`config.mk`:
```
export PLATFORM = sky130hd
export DESIGN_NAME = mtle_ram
export DESIGN_NICKNAME = d
export VERILOG_FILES = /design/src/rtl/core/mtle_ram.sv
export SDC_FILE = /design/constraint.sdc
export NUM_CORES = 2
export LEC_CHECK = 0
export CAP_MARGIN = 20
export CORE_MARGIN = 8
export CORE_UTILIZATION = 65
export CTS_BUF_LIST = sky130_fd_sc_hd__clkbuf_8
export DETAILED_ROUTE_END_ITERATION = 10
export DONT_BUFFER_PORTS = 1
export PLACE_DENSITY = 0.81
export SYNTH_ARGS = -nofsm -noshare
export SYNTH_HDL_FRONTEND = slang
export SYNTH_SLANG_ARGS = --single-unit
```
`constraint.sdc`:
```
create_clock -name clk -period 3 [get_ports clk]
set_clock_uncertainty 0.05 [all_clocks]
set_input_delay 0.15 -clock clk [delete_from_list [all_inputs] [get_ports clk]]
set_output_delay 0.15 -clock clk [all_outputs]
set_load 0.01 [all_outputs]
```
`src/rtl/core/mtle_ram.sv`:
```
`default_nettype none

module mtle_ram #(
    parameter int WIDTH = 8,
    parameter int DEPTH = 256
) (
    input  wire logic                     clk,
    input  wire logic                     we,
    input  wire logic [$clog2(DEPTH)-1:0] waddr,
    input  wire logic [WIDTH-1:0]         wdata,
    input  wire logic                     re,
    input  wire logic [$clog2(DEPTH)-1:0] raddr,
    output logic      [WIDTH-1:0]         rdata
);

    logic [WIDTH-1:0] mem [DEPTH];

    always_ff @(posedge clk)
    begin
        if (we)
        begin
            mem[waddr] <= wdata;
        end
        if (re)
        begin
            rdata <= mem[raddr];
        end
    end

endmodule

`default_nettype wire

```
==> qor.txt <==
Run status: finished, violations left
Violated checks: negative hold slack, max-slew violations, negative setup slack
Maximum clock frequency: 238 MHz
Floorplan Core Area: 122000 um^2
Cell types with the largest area share after synthesis: edfxtp_1, mux4_2, mux2i_1
Primary FF master, synth: edfxtp_1
WHS: -0.786 ns
Wire length reported by the detailed router: 189000 um
Synthesis-to-layout area growth: 10.4%
Layout cells sized above 1: 25.4%
Post-synthesis instance area: 79600 um^2
Post-route minimum period: 4.20 ns
Vias in the first global route: 41.4k
Combinational family with the most area after synthesis: multiplexers
Multi-input logic area: 16500 um^2
Number of nets with antenna violations after detailed routing: 0
Clock H-tree levels: 5
Count of instances resized after the clock tree is built: 0
Global-route congestion overflow total: 0
Post-Route Utilization: 72.2%
Delay of the slowest critical-path stage: 1.60 ns
Die span in y: 366 um
Async set-or-reset flop fraction in the synthesized netlist: 0%
Register clock-pin slew on the reported worst setup and hold paths: 0.06 ns
Cell type contributing the most total cell area after synthesis: edfxtp_1
Nature of the critical path startpoint: input pin
Data required, critical path: 3.62 ns
Worst path buffer plus inverter count: 2
Complex-gate fraction of the synthesized area: 3.42%
CP max-delay cell: mux4_2
Top delay family on crit path: multiplexers
Mean number of vias per cell: 6.89
Number of buffers created by CTS: 321
Total of buffers placed on input and output ports: 0
Initial Utilization: 65.4%
CP Data Arrival Time: 4.82 ns
Antenna violations before repair: 10
Power density over cell area: 613 nW/um^2
Peak fanout along the critical path: 578
Mapped Cells: 3733
Post-detailed-route DRC marker count: 0
Number of nets in the layout: 4140
Count of max-cap constraint violations: 0
Number of top-level design ports: 35
Hold/Removal Path Class: input pin to flop
Area fraction in and, or, nand and nor cells after synthesis: 2.63%
DP HPWL: 105000 um
Overall power of the completed layout: 53.9 mW
Hold violation count in the final report: 2048
Filler cell count in the final layout: 6524
Adder-cell area share of the yosys netlist: 0%
Count of flip-flops with a built-in enable after synthesis: 2056
Slew at the pin closest to its max-slew limit: 3.28 ns
Post CTS Setup Buffer Count: 0
Total number of yosys warnings: 0
Xor-xnor portion of the synthesized cell area: 0%
CTS tree: yes
FF+latch area: 61700 um^2
Post-cts hold buffer count: 27
Top cell type's share of synthesized area: 77.5%
Placement Cell Area: 82300 um^2
Worst Slack Setup Final: -1.20 ns
Number of placement rows: 128
VDD IR-drop max: 528 uV
Wire per inst: 31.8 um
Commonest cells after routing, fill and taps aside: edfxtp_1, mux4_2, clkbuf_8
Ordered cell list for the critical path: mux4_2 > mux2_2 > a211oi_1 > a21oi_1 > a22oi_1 > dlygate4sd3_1 > buf_4 > nor4_2
Average size of a mapped cell: 21.3 um^2
Die ar.: 134000 um^2
Routability congestion estimate: 0.839
Total number of vias: 41.0k
Type of destination of the critical path: flop
Kind of critical path: input pin to flop
Global-route wire length before repair: 274000 um
Total leakage power: 27.9 nW
Post-route cell area: 87900 um^2
Clock Latency Late Sink: 1.01 ns
First-iteration detailed-routing DRC count: 6312
Number of max-slew violations in the final report: 341
Setup repair after global routing missed its margin: false
Number of synthesized register bits: 2056
Share of synthesized area occupied by flip-flops and latches: 77.5%
Overall track demand over capacity in global routing: 27.8%
First-pass detailed-route iteration total: 8
Die Width: 366 um
Post-route fraction of the period consumed by the critical path: 140%
Placement Setup Slack: -0.0427 ns
Clock sinks: 2056
Mux share of post-synthesis cell area: 14.6%
Pin count of the biggest net entering global routing: 579
Clk root buf: clkbuf_8
Post-Syn Nets: 3760
Unique cell type count in the Yosys netlist: 54
Most common library cell in the layout ignoring fill and taps: edfxtp_1
Clock Tree Buf Depth: 4
Number of setup violations in the final report: 8
Worst slew slack as a fraction of its limit: -118%
[metrics by stage]
step | cells | setup TNS (ns)
2_1_floorplan | 3733 | 0
3_3_place_gp | 5388 | -0.150
3_5_place_dp | 5388 | -0.0584
4_1_cts | 5946 | 0
5_1_grt | 5950 | 0
6_report | 5952 | -5.94
[flip-flops by register name, summed over array words and instances (netlist names)]
| register | count |
|---|---|
| mem | 2048 |
| rdata | 8 |
[final timing paths]
path | start | slack, ns | end | cells past startpoint
worst max-delay path | raddr[0] | -1.20 | rdata[6] | 8
worst min-delay path | wdata[3] | -0.79 | mem[227][3] | 0
worst max register to register | mem[86][2] | 0.10 | rdata[2] | 6
worst min register to register | mem[63][5] | 1.11 | rdata[5] | 5
[report_power, final]
part           switching, mW  leakage (nW)  total, mW  internal (mW)
sequential            0.0497          18.5       31.7           31.7
clock                   10.2          3.11       20.3           10.0
combinational          0.914          6.30       1.90          0.982
total                   11.2          27.9       53.9           42.7
[layer usage]
metal | vias to the layer above | track usage, % | part of all wire [%]
li1 | 16500 | - | -
met1 | 20900 | 38.4 | 35
met2 | 3075 | 43.7 | 48
met3 | 539 | 6.12 | 13
met4 | 6 | 11.6 | 4.5
met5 | - | 0 | 0.023
[cell usage after synthesis (13+ instances only)]
cell and number:
clkbuf_1 111, nor3_1 22, nor2_1 282, edfxtp_1 2056
a221oi_1 13, buf_4 27, a211oi_1 16, buf_2 31
o22ai_1 28, nor4_1 24, nand2_1 33, nand3_1 34
o221ai_1 46, buf_1 22, buf_8 13, nor2b_1 31
mux4_2 454, a22oi_1 133, a21oi_1 96, buf_6 21
mux2i_1 134
[kinds of logic after synthesis]
| group | count (synthesis) |
|---|---|
| compound gates | 385 |
| buf+inv | 235 |
| flops | 2056 |
| mux | 591 |
| simple gates | 466 |
[area by class of cell]
class                           count  area share, %
Antenna cell                        6         0.0171
Clock buffer                      324           5.07
Clock inverter                    207          0.979
Inverter                            2        0.00854
Multi-Input combinational cell   1442           18.8
Sequential cell                  2056           70.2
Tap cell                         1625           2.31
Timing Repair Buffer              290           2.64
Power figures use the tool's default switching activity.
