`src/rtl/core/mtle_pkg.sv`:
```
`default_nettype none

package mtle_pkg;

    localparam int TERMINALS  = 3;
    localparam int LINE_BYTES = 128;

    // line memory holds two banks per terminal
    localparam int MEM_DEPTH = TERMINALS * 2 * LINE_BYTES;
    localparam int ADDR_W    = $clog2(MEM_DEPTH);
    localparam int LEN_W     = $clog2(LINE_BYTES);
    localparam int LIM_W     = $clog2(LINE_BYTES + 1);
    localparam int TERM_W    = (TERMINALS > 1) ? $clog2(TERMINALS) : 1;

    // command codes
    localparam logic [1:0] CMD_KEY   = 2'd0;
    localparam logic [1:0] CMD_READ  = 2'd1;
    localparam logic [1:0] CMD_CLEAR = 2'd2;

    // status codes
    localparam logic [1:0] ST_OK        = 2'd0;
    localparam logic [1:0] ST_FULL      = 2'd1;
    localparam logic [1:0] ST_NOT_READY = 2'd2;

    localparam logic [7:0] KEY_BACKSPACE = 8'd8;
    localparam logic [7:0] KEY_ENTER     = 8'd10;

    typedef struct packed {
        logic [1:0] cmd;
        logic [1:0] term;
        logic [7:0] key;
        logic [7:0] maxb;
    } item_t;

    typedef struct packed {
        logic             bank;
        logic [LEN_W-1:0] len;
        logic             rdy;
        logic [LEN_W-1:0] pos;
    } term_state_t;

    typedef struct packed {
        logic              en;
        logic [1:0]        term;
        term_state_t       st;
        logic              wr_en;
        logic [ADDR_W-1:0] wr_addr;
        logic [7:0]        wr_data;
    } update_t;

    typedef struct packed {
        logic [1:0] status;
        logic       echo_valid;
        logic [7:0] echo_byte;
        logic [7:0] read_byte;
        logic       read_last;
    } result_t;

    function automatic logic [ADDR_W-1:0] mem_addr(
        input logic [TERM_W-1:0] term,
        input logic              bank,
        input logic [LEN_W-1:0]  pos
    );
        logic [ADDR_W-1:0] row;
        row = ADDR_W'({term, bank});
        return ADDR_W'(row * ADDR_W'(LINE_BYTES)) + ADDR_W'(pos);
    endfunction

endpackage

`default_nettype wire

```
`src/rtl/core/mtle_state.sv`:
```
`default_nettype none

module mtle_state (
    input  wire logic                 clk,
    input  wire logic                 rst_n,
    input  wire mtle_pkg::update_t    upd,
    input  wire logic [1:0]           cur_term,
    input  wire logic [1:0]           ahead_term,
    output mtle_pkg::term_state_t     cur_st,
    output mtle_pkg::term_state_t     ahead_st
);

    mtle_pkg::term_state_t st_reg  [mtle_pkg::TERMINALS];
    mtle_pkg::term_state_t st_next [mtle_pkg::TERMINALS];

    always_comb
    begin
        for (int i = 0; i < mtle_pkg::TERMINALS; i++)
        begin
            st_next[i] = st_reg[i];
            if (upd.en && int'(upd.term) == i)
            begin
                st_next[i] = upd.st;
            end
        end
    end

    // state of the item in flight, and look-ahead for the item being taken
    always_comb
    begin
        cur_st   = '0;
        ahead_st = '0;
        for (int i = 0; i < mtle_pkg::TERMINALS; i++)
        begin
            if (int'(cur_term) == i)
            begin
                cur_st = st_reg[i];
            end
            if (int'(ahead_term) == i)
            begin
                ahead_st = st_next[i];
            end
        end
    end

    always_ff @(posedge clk or negedge rst_n)
    begin
        if (!rst_n)
        begin
            for (int i = 0; i < mtle_pkg::TERMINALS; i++)
            begin
                st_reg[i] <= '0;
            end
        end
        else
        begin
            for (int i = 0; i < mtle_pkg::TERMINALS; i++)
            begin
                st_reg[i] <= st_next[i];
            end
        end
    end

endmodule

`default_nettype wire

```
`config.mk`:
```
export PLATFORM = sky130hd
export DESIGN_NAME = mtle_state
export DESIGN_NICKNAME = d
export VERILOG_FILES = /design/src/rtl/core/mtle_pkg.sv /design/src/rtl/core/mtle_state.sv
export SDC_FILE = /design/constraint.sdc
export NUM_CORES = 1
export LEC_CHECK = 0
export CORE_MARGIN = 2
export CORE_UTILIZATION = 63
export CTS_BUF_LIST = sky130_fd_sc_hd__clkbuf_4 sky130_fd_sc_hd__clkbuf_8 sky130_fd_sc_hd__clkbuf_16
export CTS_CLUSTER_DIAMETER = 200
export DETAILED_ROUTE_END_ITERATION = 10
export DONT_BUFFER_PORTS = 1
export PLACE_DENSITY = 0.9
export SYNTH_ARGS = -nofsm -noshare
export SYNTH_HDL_FRONTEND = slang
export SYNTH_SLANG_ARGS = --single-unit
```
`constraint.sdc`:
```
create_clock -name clk -period 2.2 [get_ports clk]
set_clock_uncertainty 0.15 [all_clocks]
set_input_delay 0.33 -clock clk [delete_from_list [all_inputs] [get_ports clk]]
set_output_delay 0.33 -clock clk [all_outputs]
set_load 0.01 [all_outputs]
```
==> flow_metrics.tcl, run 1 <==
set metrics [dict create \
    required_ns 1.72 \
    worstSkewPairLatency_ns 0.29 \
    hp-class "input port to flip-flop" \
    ys_seq_area_share_pct 48.5 \
    synth_edf_count 0 \
    detail-route-antenna-nets 0 \
    synth_compound_area_share_pct 6.46 \
    yosysTopAreaCell "dfrtp_1" \
    drv_slew 0 \
    comb_power_share_pct 24.1 \
    yosys_warnings 0 \
    final_cells 264 \
    finalHoldViolations 0 \
    hold_buffers 2 \
    power_frac_clock_pct 23.1 \
    ys_ff_latch 48 \
    tightestPinTransition_ns 0.466 \
    viasPerCell 6.19 \
    grt_max_degree 49 \
    sequentialPowerShare_pct 52.7 \
    io_pins 76 \
    synth_cells 210 \
    drive_gt1_share_pct 31.9 \
    layout_min_cycle_time_ns 2.05 \
    max-slew-margin-rel_pct 68.6 \
    post_cts_buffers 0 \
    largest_reg_flops 48 \
    hpwl_um 3570 \
    timing.final.crit_share_pct 93.1 \
    p_sw_share_pct 28.9 \
    arrival_ns 1.57 \
    dieWidth_um 66.7 \
    syn_to_final_growth_pct 7.98 \
    placed_cells 255 \
    hold_depth 1 \
    tns_ns 0 \
    grt_first_pass_wirelength_um 8560 \
    syn_nets 254 \
    die_y_um 66.7 \
    num_vias 1633 \
    final_util_pct 72.0 \
    synth_mux_area_share_pct 34.7 \
    cts.clk_slew.worst_paths_ns 0.08 \
    cp_max_fo 16 \
    outcome "complete, no violations" \
    cts_root_buffer "clkbuf_8" \
    p_leak_nw 1.18 \
    port_buffers 0 \
    synthTopCellsByCount "dfrtp_1, mux2_2, mux2i_1, nand2_1, o21ai_0" \
    setup_slack_ns 0.151 \
    seq_area_um2 1200 \
    place_worst_setup_slack_ns 0.182 \
    num_rows 22 \
    synth_ff_type "dfrtp_1" \
    start_kind "input port" \
    ys_types 13 \
    grt_overflow 0 \
    criticalPathCategory "input port to output port" \
    powerDensity_nw_per_um2 803 \
    setup_violations 0 \
    gp_congestion 0.733 \
    dr.pass1.iters 4 \
    hold_path.startpoint "upd[29]" \
    ys_top_cells_by_area "dfrtp_1, mux2_2, mux2i_1" \
    wire_per_inst_um 20.2 \
    n_antenna_cell 0 \
    cts.sinks 48 \
    min_to "st_reg[26]" \
    synthSimpleGateAreaFrac_pct 7.02 \
    rsz0062_at_grt "no" \
    clock_path_buffers 2 \
    ir_drop_v 0.000540 \
    r2r_cells 1 \
    cts_htree_levels 2 \
    synth_top_family_by_area "multiplexers" \
    grt_pass1_vias 1701 \
    syn_avg_cell_area_um2 11.8 \
    cp-end-kind "output port" \
    nNetsFinal 260 \
    synth_xor_area_share_pct 0 \
    max_cap_violations 0 \
    cts_resized 0 \
    p_sw_mw 0.621 \
    antenna_found_initial 0 \
    drtIter0Drc 111 \
    syn_area_um2 2480 \
    core_um2 3720 \
    holdWs_ns 0.0429 \
    multiInputGateArea_um2 1190 \
    fillers 254 \
    synthAdderAreaFrac_pct 0 \
    track_usage_pct 27.2 \
    die_area_um2 4450 \
    synth-async-reset-ratio_pct 100 \
    start_util_pct 66.7 \
    reg2reg_to "st_reg[36]" \
    p_int_mw 1.53 \
    wl_um 5330 \
    fmax_mhz 488 \
    numCtsBuffers 5 \
    rr_startpoint "st_reg[36]" \
    drc 0 \
    r2r_setup_slack_ns 1.22 \
    synth_top_area_share_pct 48.5 \
    tritoncts "built" \
]
metal layers:
layer  wire [um]  global-route usage (%)  vias to the layer above
met5           0                       0                        -
met4          59                    9.18                        0
met3         417                    7.77                       10
met2        2850                    47.5                       62
met1        2010                    31.9                      807
li1            -                       -                      754
cell type report:
type,instances,area share (%)
flip-flops and latches,48,44.9
well taps,48,2.25
repair buffers,12,5.14
clock inverters,1,0.187
multi-input cells,149,44.7
clock buffers,6,2.85
cells by family (layout without fill, tap and decap cells):
| logic type | Yosys count | count (layout) |
|---|---|---|
| flip-flops | 48 | 48 |
| AND/OR/NAND/NOR | 37 | 37 |
| multiplexers | 80 | 80 |
| AO/OA/AOI/OAI | 32 | 32 |
| buffers and inverters | 13 | 19 |
worst max-delay path by stage:
stage / end / cells past startpoint / start
4_1_cts: ahead_st[7] / 6 / upd[36]
6_report: ahead_st[7] / 6 / upd[36]
5_1_grt: ahead_st[7] / 6 / upd[36]
2_1_floorplan: ahead_st[10] / 5 / upd[36]
3_3_place_gp: ahead_st[10] / 5 / upd[35]
3_5_place_dp: ahead_st[10] / 5 / upd[35]
critical path, stage by stage:
cell and delay (ns):
nor3b_4 0.21, buf_12 0.19, mux2_2 0.37, mux2i_1 0.16
o21ai_0 0.14, buf_4 0.17
metrics by stage:
stage | area (um2) | total power [mW]
floorplan | 2480 | 1.54
global placement | 2560 | 1.61
detailed placement | 2560 | 1.64
CTS | 2680 | 2.16
global route | 2680 | 2.27
finish | 2680 | 2.15
layout by cell type (no fill, tap or decap):
master          n
dfrtp_1        48
dlygate4sd3_1   1
buf_12          2
clkinv_2        1
nand2_1        32
nor2b_1         2
nor3b_4         1
buf_4           8
o21ai_0        27
o21ai_1         5
clkbuf_4        1
mux2i_1        32
clkbuf_8        5
buf_16          1
mux2_2         48
nand3b_2        2
power by group through the flow:
| stage | logic (mW) | registers [mW] | clock network (mW) |
|---|---|---|---|
| floorplan | 0.423 | 1.12 | 0 |
| global placement | 0.473 | 1.13 | 0 |
| detailed placement | 0.494 | 1.15 | 0 |
| CTS | 0.522 | 1.13 | 0.505 |
| global route | 0.566 | 1.15 | 0.552 |
| finish | 0.519 | 1.13 | 0.497 |
No activity file was read; power rests on OpenSTA's default activity.
==> run 2: changes to the inputs <==
Settings changed: CORE_ASPECT_RATIO set to 1.75.
==> run 2 against run 1 <==
- combinational power shrank 1%
- final area shrank 0.14%
- hold slack lost 0.0053 ns
- routed wire length shrank 2.3%
- sequential share of layout area grew 0.063 points
- setup slack gained 0.025 ns
- clock power grew 7.4%
- highest routed layer unchanged
==> flow_metrics.tcl, run 2 (synthesis results as in run 1) <==
set metrics [dict create \
    layout_min_cycle_time_ns 2.02 \
    hp-class "input port to flip-flop" \
    worst-path-buf-inv 1 \
    crit_path_top_delay_cell "nand3b_2" \
    post_cts_buffers 0 \
    slowest_delay_ns 0.49 \
    power_mw 2.18 \
    cts.clk_slew.worst_paths_ns 0.08 \
    met1_usage_pct 29.8 \
    setup_slack_ns 0.176 \
    grt_overflow 0 \
    grt_util_met2_pct 44.6 \
    syn_to_final_growth_pct 7.83 \
    comb_power_share_pct 23.5 \
    die_y_um 87.0 \
    required_ns 1.72 \
    viasPerCell 6.14 \
    cts_root_buffer "clkbuf_8" \
    detail-route-antenna-nets 0 \
    max-slew-margin-rel_pct 67.3 \
    multiInputGateArea_um2 1190 \
    mostFrequentLayoutCells "mux2_2, dfrtp_1, mux2i_1, nand2_1, o21ai_0" \
    track_usage_pct 26.2 \
    tns_ns 0 \
    ir_drop_v 0.000765 \
    top_usage_layer "met2" \
    timing.final.crit_share_pct 92.0 \
    gp_congestion 0.753 \
    p_int_mw 1.55 \
    cp-end-kind "output port" \
    io_pins 76 \
    antenna_found_initial 0 \
    arrival_ns 1.54 \
    nNetsFinal 258 \
    wl_um 5210 \
    dieWidth_um 51.4 \
    numCtsBuffers 5 \
    tightestPinTransition_ns 0.488 \
    die_area_um2 4470 \
    drv_slew 0 \
    sequentialPowerShare_pct 51.9 \
    path_delay_family "simple AND/OR/NAND/NOR gates" \
    dr.pass1.iters 4 \
    path_cells "nand3b_2 -> mux2_2 -> nand2_1 -> o21ai_0 -> buf_4" \
    port_buffers 0 \
    seq_area_um2 1200 \
    powerDensity_nw_per_um2 814 \
    grt_first_pass_wirelength_um 8450 \
    worstSkewPairLatency_ns 0.30 \
    clock_path_buffers 2 \
    max_cap_violations 0 \
    grt_max_degree 49 \
    num_vias 1616 \
    hold_buffers 2 \
    p_sw_share_pct 28.9 \
    cts_resized 0 \
    finalHoldViolations 0 \
    p_leak_nw 1.18 \
    grt_pass1_vias 1811 \
    fillers 302 \
    start_util_pct 64.7 \
    wire_per_inst_um 19.8 \
    fmax_mhz 494 \
    drive_gt1_share_pct 31.6 \
    rsz0062_at_grt "no" \
    criticalPathCategory "input port to output port" \
    num_rows 30 \
    place_worst_setup_slack_ns 0.164 \
    drc 0 \
    outcome "complete, no violations" \
    start_kind "input port" \
    p_sw_mw 0.628 \
    n_antenna_cell 0 \
    largest_reg_flops 48 \
    drtIter0Drc 27 \
    core_um2 3830 \
    tritoncts "built" \
    power_frac_clock_pct 24.6 \
    cp_max_fo 16 \
    grt_use_met3_pct 6.01 \
    cts.sinks 48 \
    setup_violations 0 \
    hpwl_um 3410 \
    cts_htree_levels 2 \
]
## run 2: cell types whose count changed in the layout (fill, tap and decap cells not counted)
cell	before	now
clkbuf_4	1	0
clkinv_2	1	2
clkbuf_8	5	6
buf_4	8	6
## run 2: area by class of cell
cell class | instances | share of cell area, %
flip-flops and latches | 48 | 45.0
multi-input cells | 149 | 44.7
repair buffers | 10 | 4.59
clock buffers | 6 | 3.09
well taps | 48 | 2.25
clock inverters | 2 | 0.375
## run 2: power groups by stage
stage / logic, mW / registers (mW) / clock network [mW]
floorplan: 0.423 / 1.12 / 0
global placement: 0.471 / 1.13 / 0
detailed placement: 0.489 / 1.15 / 0
CTS: 0.515 / 1.13 / 0.548
global route: 0.563 / 1.15 / 0.584
finish: 0.512 / 1.13 / 0.534
## run 2: per-layer routing
metal	vias to the layer above	share of wire, %
met3	11	5.4
met4	0	3.0
met2	49	54
met1	804	38
met5	-	0
li1	752	-
## run 2: path summary, 6_finish.rpt
check | from | end | slack, ns | cells past startpoint
setup / recovery | upd[35] | ahead_st[5] | 0.18 | 5
hold / removal | upd[21] | st_reg[2] | 0.04 | 1
setup reg to reg | st_reg[20] | st_reg[20] | 1.25 | 1
hold reg to reg | st_reg[21] | st_reg[21] | 0.38 | 1
max in group asynchronous | rst_n | st_reg[15] | 1.30 | 2
min in group asynchronous | rst_n | st_reg[40] | 0.39 | 2
## run 2: through the flow
step	hold slack (ns)	cells	area, um2	utilization (%)
floorplan	-0.116	210	2480	-
global placement	-0.115	253	2540	66.4
detailed placement	-0.115	253	2540	66.4
CTS	0.0297	263	2670	69.8
global route	0.0304	263	2670	69.8
finish	0.0376	263	2670	69.8
==> run 3: changes to the inputs <==
Settings changed: CORE_ASPECT_RATIO 1.75 to 1.2, GPL_TIMING_DRIVEN set to 0, PLACE_DENSITY 0.9 to 0.79.
==> run 3 against run 2 <==
- first-iteration DRC count increased to 2.5 times the previous value
- highest routed layer unchanged
- power increased by 1.7%
- routed wire length rose by 4.1%
- combinational power up 3%
- non-clock buffer count grew 8
- critical path depth did not move
- core utilization increased by 3.4 points
- maximum frequency is 2.6% lower
- final area grew 1.2%
- via count increased by 3.4%
- hold slack gained 0.0075 ns
- clock-buffer cell count grew 2
==> flow_metrics.tcl, run 3 (synthesis results as in run 1) <==
set metrics [dict create \
    outcome "complete, no violations" \
    grt_first_pass_wirelength_um 8390 \
    drv_slew 0 \
    setup_slack_ns 0.122 \
    finalHoldViolations 0 \
    cts_htree_levels 2 \
    ir_drop_v 0.000498 \
    drc 0 \
    tightestPinTransition_ns 0.522 \
    cp_max_fo 10 \
    slowest_delay_ns 0.39 \
    core_um2 3690 \
    p_sw_share_pct 29.0 \
    arrival_ns 1.60 \
    crit_path_top_delay_cell "o21ai_0" \
    cts.sinks 48 \
    p_leak_nw 1.20 \
    fmax_mhz 481 \
    track_usage_pct 26.4 \
    die_y_um 72.7 \
    grt_max_degree 49 \
    num_vias 1671 \
    final_cells 275 \
    start_kind "input port" \
    mostFrequentLayoutCells "mux2_2, dfrtp_1, mux2i_1, nand2_1, o21ai_0" \
    required_ns 1.72 \
    drtIter0Drc 68 \
    path_cells "nand3b_2 -> clkbuf_8 -> mux2_2 -> mux2i_1 -> o21ai_0" \
    fin_area_um2 2700 \
    largest_reg_flops 48 \
    hpwl_um 3660 \
    nNetsFinal 266 \
    power_mw 2.21 \
    p_int_mw 1.57 \
    grt_pass1_vias 1782 \
    tritoncts "built" \
    die_area_um2 4450 \
    powerDensity_nw_per_um2 819 \
    port_buffers 0 \
    dieWidth_um 61.2 \
    clock_path_buffers 2 \
    dr.pass1.iters 4 \
    num_rows 24 \
    holdWs_ns 0.0451 \
    antenna_found_initial 0 \
    criticalPathCategory "input port to output port" \
    layout_min_cycle_time_ns 2.08 \
    p_sw_mw 0.641 \
    start_util_pct 67.1 \
    wire_per_inst_um 19.7 \
    n_antenna_cell 0 \
    timing.final.crit_share_pct 94.5 \
    postPlaceCellArea_um2 2540 \
    power_frac_clock_pct 25.0 \
    hp-class "input port to flip-flop" \
    comb_power_share_pct 23.8 \
    cp-end-kind "output port" \
    wl_um 5430 \
    max_cap_violations 0 \
    max-slew-margin-rel_pct 65.2 \
    gp_congestion 0.754 \
    rsz0062_at_grt "no" \
    final_util_pct 73.2 \
    place_worst_setup_slack_ns -0.0210 \
    sequentialPowerShare_pct 51.2 \
    grt_overflow 0 \
    detail-route-antenna-nets 0 \
    drive_gt1_share_pct 32.3 \
    cts.clk_slew.worst_paths_ns 0.08 \
    viasPerCell 6.08 \
    io_pins 76 \
    setup_violations 0 \
    tns_ns 0 \
    cts_root_buffer "clkbuf_8" \
    placed_cells 262 \
    numCtsBuffers 5 \
    worstSkewPairLatency_ns 0.29 \
    syn_to_final_growth_pct 9.09 \
]
==> run 3: cell count changes in the layout (fill, tap and decap cells not counted), sizes merged <==
cell,before,now
clkbuf,6,16
clkinv,2,0
==> run 3: power by group through the flow <==
stage	logic, mW	clock network (mW)	registers [mW]
2_1_floorplan	0.423	0	1.12
3_3_place_gp	0.475	0	1.13
3_5_place_dp	0.500	0	1.15
4_1_cts	0.527	0.560	1.13
5_1_grt	0.580	0.598	1.15
6_report	0.526	0.553	1.13
==> run 3: final cells by class <==
| cell class | count | area [um2] |
|---|---|---|
| Buffer | 13 | 83.8 |
| Tap cell | 52 | 65.1 |
| Multi-Input combinational cell | 149 | 1190 |
| Fill cell | 276 | 991 |
| Clock buffer | 8 | 97.6 |
| Timing Repair Buffer | 5 | 60.1 |
| Sequential cell | 48 | 1200 |
==> run 3: routing by layer <==
metal	vias to the layer above	wire [um]	part of all wire (%)	global-route usage (%)
met5	-	0	0	0
met4	0	40	0.74	8.94
met3	4	388	7.2	8.87
met2	56	2880	53	46.0
met1	841	2120	39	29.4
li1	770	-	-	-
==> run 3: worst paths after layout <==
check,cells after the start,from,to,slack [ns]
max,5,upd[36],ahead_st[6],0.12
min,1,upd[20],st_reg[1],0.05
max reg2reg,1,st_reg[21],st_reg[21],1.26
min reg2reg,1,st_reg[6],st_reg[6],0.38
max in group asynchronous,2,rst_n,st_reg[37],1.28
min in group asynchronous,2,rst_n,st_reg[13],0.42
==> run 3: repair_timing <==
action | in CTS | in global routing
pin swaps | 0 | 1
gates resized for setup | 2 | 0
hold buffers | 2 | 0
hold endpoints to repair | 48 | 0
setup buffers | 0 | 3
endpoints found under the setup margin | 14 | 5
==> run 3: critical path, delay by kind of cell <==
| family | cells | cell delay, ns |
|---|---|---|
| buf+inv | 1 | 0.26 |
| mux | 2 | 0.30 |
| simple gates | 1 | 0.31 |
| compound gates | 1 | 0.39 |
