$ cat src/rtl/core/mtle_pkg.sv
`default_nettype none

package mtle_pkg;

    localparam int TERMINALS  = 3;
    localparam int LINE_BYTES = 128;

    // line memory holds two banks per terminal
    localparam int MEM_DEPTH = TERMINALS * 2 * LINE_BYTES;
    localparam int ADDR_W    = $clog2(MEM_DEPTH);
    localparam int LEN_W     = $clog2(LINE_BYTES);
    localparam int LIM_W     = $clog2(LINE_BYTES + 1);
    localparam int TERM_W    = (TERMINALS > 1) ? $clog2(TERMINALS) : 1;

    // command codes
    localparam logic [1:0] CMD_KEY   = 2'd0;
    localparam logic [1:0] CMD_READ  = 2'd1;
    localparam logic [1:0] CMD_CLEAR = 2'd2;

    // status codes
    localparam logic [1:0] ST_OK        = 2'd0;
    localparam logic [1:0] ST_FULL      = 2'd1;
    localparam logic [1:0] ST_NOT_READY = 2'd2;

    localparam logic [7:0] KEY_BACKSPACE = 8'd8;
    localparam logic [7:0] KEY_ENTER     = 8'd10;

    typedef struct packed {
        logic [1:0] cmd;
        logic [1:0] term;
        logic [7:0] key;
        logic [7:0] maxb;
    } item_t;

    typedef struct packed {
        logic             bank;
        logic [LEN_W-1:0] len;
        logic             rdy;
        logic [LEN_W-1:0] pos;
    } term_state_t;

    typedef struct packed {
        logic              en;
        logic [1:0]        term;
        term_state_t       st;
        logic              wr_en;
        logic [ADDR_W-1:0] wr_addr;
        logic [7:0]        wr_data;
    } update_t;

    typedef struct packed {
        logic [1:0] status;
        logic       echo_valid;
        logic [7:0] echo_byte;
        logic [7:0] read_byte;
        logic       read_last;
    } result_t;

    function automatic logic [ADDR_W-1:0] mem_addr(
        input logic [TERM_W-1:0] term,
        input logic              bank,
        input logic [LEN_W-1:0]  pos
    );
        logic [ADDR_W-1:0] row;
        row = ADDR_W'({term, bank});
        return ADDR_W'(row * ADDR_W'(LINE_BYTES)) + ADDR_W'(pos);
    endfunction

endpackage

`default_nettype wire

$ cat src/rtl/core/mtle_edit.sv
`default_nettype none

module mtle_edit (
    input  wire mtle_pkg::item_t       item,
    input  wire mtle_pkg::term_state_t cur_st,
    input  wire logic [7:0]            line_byte,
    output mtle_pkg::update_t          upd,
    output mtle_pkg::result_t          res
);

    logic [mtle_pkg::LIM_W-1:0] limit;
    logic [mtle_pkg::LIM_W-1:0] pos_inc;
    mtle_pkg::term_state_t      st;

    always_comb
    begin
        upd = '0;
        res = '0;
        st  = cur_st;

        // reader limit clipped to one line, zero taken as one
        if (int'(item.maxb) > mtle_pkg::LINE_BYTES)
        begin
            limit = mtle_pkg::LIM_W'(mtle_pkg::LINE_BYTES);
        end
        else if (item.maxb == 8'd0)
        begin
            limit = mtle_pkg::LIM_W'(1);
        end
        else
        begin
            limit = mtle_pkg::LIM_W'(item.maxb);
        end
        pos_inc = mtle_pkg::LIM_W'(cur_st.pos) + 1'b1;

        if (int'(item.term) < mtle_pkg::TERMINALS)
        begin
            case (item.cmd)
                mtle_pkg::CMD_KEY:
                begin
                    if (item.key == mtle_pkg::KEY_BACKSPACE)
                    begin
                        if (cur_st.len != '0)
                        begin
                            st.len         = cur_st.len - 1'b1;
                            upd.en         = 1'b1;
                            res.echo_valid = 1'b1;
                            res.echo_byte  = mtle_pkg::KEY_BACKSPACE;
                        end
                    end
                    else if (item.key == mtle_pkg::KEY_ENTER)
                    begin
                        upd.wr_en      = 1'b1;
                        upd.wr_addr    = mtle_pkg::mem_addr(
                            item.term[mtle_pkg::TERM_W-1:0], cur_st.bank, cur_st.len);
                        upd.wr_data    = mtle_pkg::KEY_ENTER;
                        st.bank        = ~cur_st.bank;
                        st.len         = '0;
                        st.rdy         = 1'b1;
                        st.pos         = '0;
                        upd.en         = 1'b1;
                        res.echo_valid = 1'b1;
                        res.echo_byte  = mtle_pkg::KEY_ENTER;
                    end
                    else if (int'(cur_st.len) >= mtle_pkg::LINE_BYTES - 1)
                    begin
                        res.status = mtle_pkg::ST_FULL;
                    end
                    else
                    begin
                        upd.wr_en      = 1'b1;
                        upd.wr_addr    = mtle_pkg::mem_addr(
                            item.term[mtle_pkg::TERM_W-1:0], cur_st.bank, cur_st.len);
                        upd.wr_data    = item.key;
                        st.len         = cur_st.len + 1'b1;
                        upd.en         = 1'b1;
                        res.echo_valid = 1'b1;
                        res.echo_byte  = item.key;
                    end
                end
                mtle_pkg::CMD_READ:
                begin
                    if (!cur_st.rdy)
                    begin
                        res.status = mtle_pkg::ST_NOT_READY;
                    end
                    else
                    begin
                        res.read_byte = line_byte;
                        upd.en        = 1'b1;
                        if (line_byte == mtle_pkg::KEY_ENTER || pos_inc >= limit)
                        begin
                            res.read_last = 1'b1;
                            st.rdy        = 1'b0;
                            st.pos        = '0;
                        end
                        else
                        begin
                            st.pos = cur_st.pos + 1'b1;
                        end
                    end
                end
                mtle_pkg::CMD_CLEAR:
                begin
                    st     = '0;
                    upd.en = 1'b1;
                end
                default:
                begin
                end
            endcase
        end

        upd.term = item.term;
        upd.st   = st;
    end

endmodule

`default_nettype wire

$ cat config.mk
export PLATFORM = sky130hd
export DESIGN_NAME = mtle_edit
export DESIGN_NICKNAME = d
export VERILOG_FILES = /design/src/rtl/core/mtle_pkg.sv /design/src/rtl/core/mtle_edit.sv
export SDC_FILE = /design/constraint.sdc
export NUM_CORES = 1
export LEC_CHECK = 0
export ABC_AREA = 1
export BUFFER_PORTS_ARGS = -buffer_cell sky130_fd_sc_hd__clkbuf_2
export CORE_MARGIN = 3
export CORE_UTILIZATION = 39
export DETAILED_ROUTE_END_ITERATION = 16
export GPL_TIMING_DRIVEN = 0
export PLACE_DENSITY = 0.77
export SETUP_SLACK_MARGIN = 0.4
export SYNTH_ARGS = -nofsm -noshare
export SYNTH_HDL_FRONTEND = slang
export SYNTH_SLANG_ARGS = --single-unit
$ cat constraint.sdc
create_clock -name vclk -period 2.3
set_input_delay 0.46 -clock vclk [all_inputs]
set_output_delay 0.46 -clock vclk [all_outputs]
set_load 0.01 [all_outputs]
==> implementation parameters, run 1 <==
Parameter                              Value

Placed design
  Half-perimeter wire length of the detailed placement result ... 4350 um
  PortBufs ... 99
  Number of placed instances, taps included ... 463
  Pre-CTS worst setup slack ... -0.578 ns
  Routability congestion estimate from global placement ... 0.917

Global route
  Number of antenna violations at the first check in global routing ... 0
  Overall Global Routing Usage ... 0.292
  Wire length of the first global-routing pass ... 12200 um
  Vias in the first global route ... 2648
  Total gr overflow ... 0
  Largest net degree at the start of global routing ... 10

Logic synthesis
  Post-Synthesis Mean Instance Area ... 5.25 um^2
  Synthesized Nets ... 371
  Post-synthesis cell count ... 314
  Syn Std Cell Area ... 1650 um^2
  Syn. warnings ... 0
  Share of synthesized area occupied by flip-flops and latches ... 0
  Number of distinct standard cells referenced by the synthesized netlist ... 30

Pwr
  Maximum VDD drop ... 0.124 mV
  Total power per unit cell area ... 187 nW/um^2
  Pwr Total ... 0.000663 W
  Leakage power ... 1.80 nW

Detailed routing
  Routed vias/inst ... 5.94
  Number of DRC violations after detailed-routing iteration 0 ... 245
  First drt pass iteration count ... 6
  Routed wire per std cell ... 20.5 um
  Residual DRC ... 0
  Final Routed Wirelength ... 10200 um
  Number of nets with antenna violations after detailed routing ... 0
  Via count ... 2962

Critical path
  Start point of the critical path ... cur_st[2]
  Worst-path fanout max ... 8
  CP required ... 1.84 ns
  Setup crit end kind ... primary output
  WP data arrival ... 2.40 ns
  Startpoint Class ... primary input
  Critical path class ... primary input to primary output

STA
  Final critical delay including setup and external delays ... 2.86 ns
  Unrepaired setup endpoints after global routing ... yes
  Post-layout worst setup margin ... -0.557 ns
  Number of failing setup endpoints in the final timing report ... 9
  Worst slew slack as a fraction of its limit ... 0.738
  Highest achievable clock rate ... 0.350 GHz
  Measured slew at the worst slew-check pin ... 0.392 ns
  Number of hold-slack violations in the final timing report ... 0
  Period utilisation layout ... 1.24
  Number of pins with negative max-slew slack in the final report ... 0

Worst hold path
  Worst Hold Class ... primary input to primary output
  Beginning of the worst hold path ... line_byte[1]

Floorplan
  Area enclosed by the die boundary ... 5040 um^2
  Vertical extent of the die ... 71.0 um
  Area of the placeable core ... 4030 um^2
  # rows ... 23
  Horiz. Die Dim ... 71.0 um
  Starting utilization of the core area ... 0.409
  IO Pins ... 102

Run status
  Run status ... finished, violations left
  Violations in the final reports ... setup timing

Run
  Number of maximum-capacitance constraint violations ... 0

Finish
  Relative area change from synthesis to final layout ... 115%
  Clock Buffer Count ... 0
  Ant. Diodes ... 0
  Number of flip-flops and latches ... 0
  Storage cell area ... 0 um^2
  Post-layout instance count excluding filler cells ... 499
  Post-layout net count ... 508
  Share of post-route cells with drive strength above 1 ... 0.637

Clocking
  Hold Buf Count CTS ... 0
==> path summary, 6_finish.rpt <==
path	endpoint	slack (ns)	cells past startpoint
setup / recovery	upd[19]	-0.56	15
hold / removal	res[2]	1.22	4
==> layer usage <==
metal	share of wire	wire length (um)	track usage
met2	0.51	5180	0.549
met4	0.079	811	0.157
met3	0.071	725	0.0313
met1	0.34	3510	0.317
met5	0	0	0
==> logic make-up after synthesis <==
| group | share of synthesized area |
|---|---|
| compound gates | 0.106 |
| xor+xnor | 0.0372 |
| fa+ha+maj | 0.0986 |
| buf+inv | 0.205 |
| simple gates | 0.553 |
==> synth_stat cells (all sizes together) <==
cell / number / area, um^2
nor4: 1 / 6.26
nand3b: 1 / 7.51
nand3: 27 / 145
o31ai: 1 / 7.51
buf: 14 / 129
xor2: 6 / 52.6
a21oi: 11 / 55.1
o21bai: 1 / 7.51
inv: 55 / 209
nor3: 11 / 65.1
nand4: 2 / 12.5
o21ai: 13 / 68.8
ha: 13 / 163
xnor2: 1 / 8.76
o211ai: 3 / 36.3
nand2: 99 / 417
nor2: 53 / 246
or2: 2 / 12.5
==> where the power goes <==
| part | internal, W | total, W | leakage (nW) | switching [W] |
|---|---|---|---|---|
| Clock | 0 | 0 | 0 | 0 |
| Sequential | 0 | 0 | 0 | 0 |
| Combinational | 0.000282 | 0.000663 | 1.80 | 0.000381 |
==> what timing repair did <==
| action | CTS | global route |
|---|---|---|
| resized for setup | 117 | 138 |
| hold endpoints to repair | 0 | 0 |
| pin swaps | 38 | 32 |
| endpoints found under the setup margin | 55 | 55 |
| gates cloned | 2 | 0 |
| buffers inserted | 25 | 9 |
==> cell type report <==
type / count / area, um^2
Fill cell: 184 / 479
Timing Repair Buffer: 135 / 1100
Tap cell: 50 / 62.6
Buffer: 14 / 140
Inverter: 55 / 253
Multi-Input combinational cell: 245 / 1990
==> per-stage QoR <==
stage	hold slack, ns	cell area, um^2	TNS [ns]	util
floorplan	0.974	1810	-1.27	-
global placement	1.20	2360	-4.94	0.587
detailed placement	1.20	2360	-5.00	0.587
CTS	1.20	3100	-4.69	0.770
global route	1.24	3550	-5.18	0.881
finish	1.22	3550	-4.56	0.881
==> cell usage in the layout, fill, tap and decap left out, drive strengths merged, types with 2 or more instances in the layout <==
master | synthesis | final
buf | 14 | 107
nand2 | 99 | 99
inv | 55 | 53
nor2 | 53 | 53
clkbuf | 0 | 42
nand3 | 27 | 27
o21ai | 13 | 13
ha | 13 | 13
nor3 | 11 | 11
a21oi | 11 | 11
xor2 | 6 | 6
o211ai | 3 | 3
nand4 | 2 | 2
or2 | 2 | 2
==> worst max-delay path, cell delays in order <==
cell                      delay (ns)
sky130_fd_sc_hd__buf_2          0.18
sky130_fd_sc_hd__nand3_4        0.11
sky130_fd_sc_hd__nor2_4         0.13
sky130_fd_sc_hd__nand3_2        0.10
sky130_fd_sc_hd__nand2_1        0.10
sky130_fd_sc_hd__inv_2          0.06
sky130_fd_sc_hd__ha_4           0.24
sky130_fd_sc_hd__nand2_2        0.07
sky130_fd_sc_hd__nand2_2        0.05
sky130_fd_sc_hd__nand3_2        0.06
sky130_fd_sc_hd__nand2_2        0.09
sky130_fd_sc_hd__a21oi_4        0.18
sky130_fd_sc_hd__nand3_4        0.19
sky130_fd_sc_hd__o21ai_2        0.21
sky130_fd_sc_hd__buf_2          0.16
No activity file was read; power rests on OpenSTA's default activity.
==> inputs of run 2 (changes only) <==
--- a/config.mk
+++ b/config.mk
@@ -8,10 +8,10 @@
 export ABC_AREA = 1
 export BUFFER_PORTS_ARGS = -buffer_cell sky130_fd_sc_hd__clkbuf_2
 export CORE_MARGIN = 3
-export CORE_UTILIZATION = 39
+export CORE_UTILIZATION = 42
 export DETAILED_ROUTE_END_ITERATION = 16
 export GPL_TIMING_DRIVEN = 0
-export PLACE_DENSITY = 0.77
+export PLACE_DENSITY = 0.82
 export SETUP_SLACK_MARGIN = 0.4
 export SYNTH_ARGS = -nofsm -noshare
 export SYNTH_HDL_FRONTEND = slang
==> implementation parameters, run 2 <==
Parameter                              Value

Run status
  Run status ... did not finish
  Stopped at ... 5_1_grt
  Halt Reason ... [ERROR GRT-0232] Routing congestion too high. Check the congestion heatmap in the GUI.

Logic synthesis
  Most frequent cells after synthesis ... 87 x sky130_fd_sc_hd__nand2_1, 48 x sky130_fd_sc_hd__inv_1, 38 x sky130_fd_sc_hd__nor2_1, 25 x sky130_fd_sc_hd__nand3_1
  Share of synthesized area occupied by flip-flops and latches ... 0
  Adder and majority gate portion of the synthesized area ... 0.0986
  Top cells by area, synth ... sky130_fd_sc_hd__nand2_1 20%, sky130_fd_sc_hd__inv_1 11%, sky130_fd_sc_hd__ha_1 9.9%
  Top-count cell post-synth ... sky130_fd_sc_hd__nand2_1
  Combinational family with the most area after synthesis ... simple AND/OR/NAND/NOR gates
  Synth Area in Compound Gates ... 0.106
  Post-Synthesis Mean Instance Area ... 5.25 um^2
  Simple-gate portion of the synthesized area ... 0.553
  Number of distinct standard cells referenced by the synthesized netlist ... 30
  Parity-gate share of the synthesized area counting xor and xnor cells ... 0.0372
  Library cell occupying the most area in the post-synthesis netlist ... sky130_fd_sc_hd__nand2_1
  Post-synthesis cell count ... 314
  Area share of the largest cell type after synthesis ... 0.198
  Mux contribution to synthesized area ... 0
  Synthesized Nets ... 371
  Syn Std Cell Area ... 1650 um^2
  Syn. warnings ... 0

Global route
  Largest net degree at the start of global routing ... 11
  Total gr overflow ... 81
  Overall Global Routing Usage ... 0.710

STA
  Last worst endpoint in the global-route repair_timing ... upd[20]
  Kind of pin the worst path terminates on ... top-level output

Floorplan
  Horiz. Die Dim ... 68.7 um
  Vertical extent of the die ... 68.7 um
  IO Pins ... 102
  Starting utilization of the core area ... 0.444
  # rows ... 22

Placed design
  Placed Area ... 2360 um^2
  Number of placed instances, taps included ... 461
  Routability congestion estimate from global placement ... 0.958
  PortBufs ... 99
  Half-perimeter wire length of the detailed placement result ... 4460 um
  Pre-CTS worst setup slack ... -0.603 ns

Clocking
  Hold Buf Count CTS ... 0
run 2: cell counts after synthesis:
No cell type changed its count.
run 2: layer usage:
metal,overflow,track usage
met1,1,0.655
met5,0,0.0500
met3,0,0.446
met4,27,0.878
met2,53,0.955
run 2: kinds of logic after synthesis:
kind of cell             count (synthesis)
XOR/XNOR                                 7
AO/OA/AOI/OAI                           29
AND/OR/NAND/NOR                        196
buffers and inverters                   69
adder cells (fa/ha/maj)                 13
run 2: what timing repair did:
action                                  4_1_cts
resized for setup                           109
pin swaps                                    36
setup buffers                                26
endpoints found under the setup margin       55
gates cloned                                  2
run 2: metrics by stage:
step / hold slack [ns] / setup TNS, ns
after floorplan: 0.974 / -1.27
after global placement: 1.19 / -4.56
after CTS: 1.20 / -4.68
after detailed placement: 1.20 / -5.14
==> inputs of run 3 (changes only) <==
--- a/config.mk
+++ b/config.mk
@@ -8,11 +8,10 @@
 export ABC_AREA = 1
 export BUFFER_PORTS_ARGS = -buffer_cell sky130_fd_sc_hd__clkbuf_2
 export CORE_MARGIN = 3
-export CORE_UTILIZATION = 42
+export CORE_UTILIZATION = 40
 export DETAILED_ROUTE_END_ITERATION = 16
 export GPL_TIMING_DRIVEN = 0
-export PLACE_DENSITY = 0.82
-export SETUP_SLACK_MARGIN = 0.4
+export PLACE_DENSITY_LB_ADDON = 0.15
 export SYNTH_ARGS = -nofsm -noshare
 export SYNTH_HDL_FRONTEND = slang
 export SYNTH_SLANG_ARGS = --single-unit
==> constraint.sdc (replaced) <==
create_clock -name vclk -period 3
set_input_delay 0.6 -clock vclk [all_inputs]
set_output_delay 0.6 -clock vclk [all_outputs]
set_load 0.01 [all_outputs]
==> implementation parameters, run 3 (synthesized netlist as in run 1, its figures left out) <==
Parameter                              Value

Critical path
  CP most frequent cell ... sky130_fd_sc_hd__nand2_2
  Delay of the slowest critical-path stage ... 0.23 ns
  Startpoint Class ... primary input
  CP required ... 2.40 ns
  WP data arrival ... 2.46 ns
  Cell-by-cell trace of the critical path ... buf_6 > nor2_4 > nand2_2 > nor4_4 > buf_4 > a21oi_2 > nor2_2 > ha_1 > nand2_1 > nand3b_1 > nand2_1 > nand2_2 > nand2_2 > nand3_4 > o21ai_1 > clkbuf_2
  Worst-path fanout max ... 8
  Slowest CP cell ... sky130_fd_sc_hd__ha_1
  Kind of cell adding the most delay to the critical path ... simple AND/OR/NAND/NOR gates
  Critical path class ... primary input to primary output
  Buffers plus inverters on the worst setup path ... 3
  Setup crit end kind ... primary output

Detailed routing
  Total met3 wirelength after detailed routing ... 272 um
  Routed metal-1 wirelength ... 2390 um
  Length of routed met2 wiring ... 2460 um
  Highest routed metal layer ... met4
  Number of nets with antenna violations after detailed routing ... 0
  Final Routed Wirelength ... 5150 um
  Routed vias/inst ... 4.74
  Via count ... 2215
  Routed wire per std cell ... 11.0 um
  First drt pass iteration count ... 4
  Number of DRC violations after detailed-routing iteration 0 ... 127
  Residual DRC ... 0

Finish
  Number of flip-flops and latches ... 0
  Ant. Diodes ... 0
  Storage cell area ... 0 um^2
  Relative area change from synthesis to final layout ... 48.0%
  Count of fill cells added during filler insertion ... 365
  Post-Route Utilization ... 0.638
  Clock Buffer Count ... 0
  Most frequent cells in the layout ... 89 x sky130_fd_sc_hd__clkbuf_2, 82 x sky130_fd_sc_hd__nand2_1, 46 x sky130_fd_sc_hd__inv_1
  Share of post-route cells with drive strength above 1 ... 0.451
  Post-layout net count ... 478
  Most common library cell in the layout ignoring fill and taps ... sky130_fd_sc_hd__clkbuf_2
  Post-route design area ... 2440 um^2

Pwr
  Leakage power ... 1.42 nW
  Total power per unit cell area ... 134 nW/um^2
  Pwr Total ... 0.000326 W
  Maximum VDD drop ... 0.0776 mV

STA
  Unrepaired setup endpoints after global routing ... yes
  Highest achievable clock rate ... 0.326 GHz
  Number of pins with negative max-slew slack in the final report ... 0
  Number of hold-slack violations in the final timing report ... 0
  Number of failing setup endpoints in the final timing report ... 8
  Worst slew slack as a fraction of its limit ... 0.792
  Measured slew at the worst slew-check pin ... 0.312 ns
  Final critical delay including setup and external delays ... 3.06 ns
  Period utilisation layout ... 1.02
  Post-layout worst setup margin ... -0.0637 ns

Floorplan
  Horiz. Die Dim ... 70.2 um
  Vertical extent of the die ... 70.2 um
  Starting utilization of the core area ... 0.431
  Area enclosed by the die boundary ... 4930 um^2
  Area of the placeable core ... 3830 um^2
  IO Pins ... 102
  # rows ... 22

Run status
  Run status ... finished, violations left
  Violations in the final reports ... setup timing

Global route
  Overall Global Routing Usage ... 0.185
  Wire length of the first global-routing pass ... 8050 um
  Vias in the first global route ... 1955
  Total gr overflow ... 0
  Number of antenna violations at the first check in global routing ... 0
  Largest net degree at the start of global routing ... 11

Clocking
  Hold Buf Count CTS ... 0

Worst hold path
  Hold Path End ... res[2]
  Worst Hold Class ... primary input to primary output
  Depth of the worst hold-timing path ... 4
  Beginning of the worst hold path ... line_byte[1]

Placed design
  PortBufs ... 99
  Routability congestion estimate from global placement ... 0.921
  Placed Area ... 2200 um^2
  Half-perimeter wire length of the detailed placement result ... 4060 um

Run
  Number of maximum-capacitance constraint violations ... 0
## run 3: repair_timing
| action | in CTS | in global routing |
|---|---|---|
| buffers inserted | 2 | 4 |
| gates resized for setup | 18 | 43 |
| endpoints found under the setup margin | 8 | 9 |
| cloned | 0 | 0 |
| endpoints found under the hold margin | 0 | 0 |
| pin swaps | 5 | 14 |
## run 3: worst max-delay path by stage
stage / from / endpoint / slack, ns / cells after the start
floorplan: item[2] / upd[19] / 0.08 / 14
global placement: item[2] / upd[19] / -0.34 / 16
detailed placement: item[2] / upd[22] / -0.33 / 16
CTS: item[2] / upd[26] / -0.09 / 16
global route: item[2] / upd[23] / -0.20 / 16
finish: item[2] / upd[23] / -0.06 / 16
## run 3: layer usage
metal  up-vias  global-route usage
li1       1175                   -
met1       971               0.261
met2        67               0.317
met3         2              0.0144
met4         0              0.0106
met5         -                   0
## run 3: through the flow
stage,instances,setup slack [ns],hold WS (ns),TNS (ns)
after floorplan,314,0.0849,1.25,0
after global placement,461,-0.341,1.48,-2.45
after detailed placement,461,-0.328,1.48,-2.51
after CTS,463,-0.0925,1.48,-0.576
after global routing,467,-0.204,1.51,-1.30
final,467,-0.0637,1.48,-0.224
## run 3: power by group
part | switching (W) | total, W | internal (W) | leakage (nW)
Sequential | 0 | 0 | 0 | 0
Combinational | 0.000189 | 0.000326 | 0.000137 | 1.42
Clock | 0 | 0 | 0 | 0
Total | 0.000189 | 0.000326 | 0.000137 | 1.42
## run 3: area by class of cell
type	instances	area, um^2	area share
well taps	48	60.1	0.0246
plain buffers	14	129	0.0528
repair buffers	105	571	0.234
multi-input cells	245	1470	0.603
inverters	55	209	0.0856
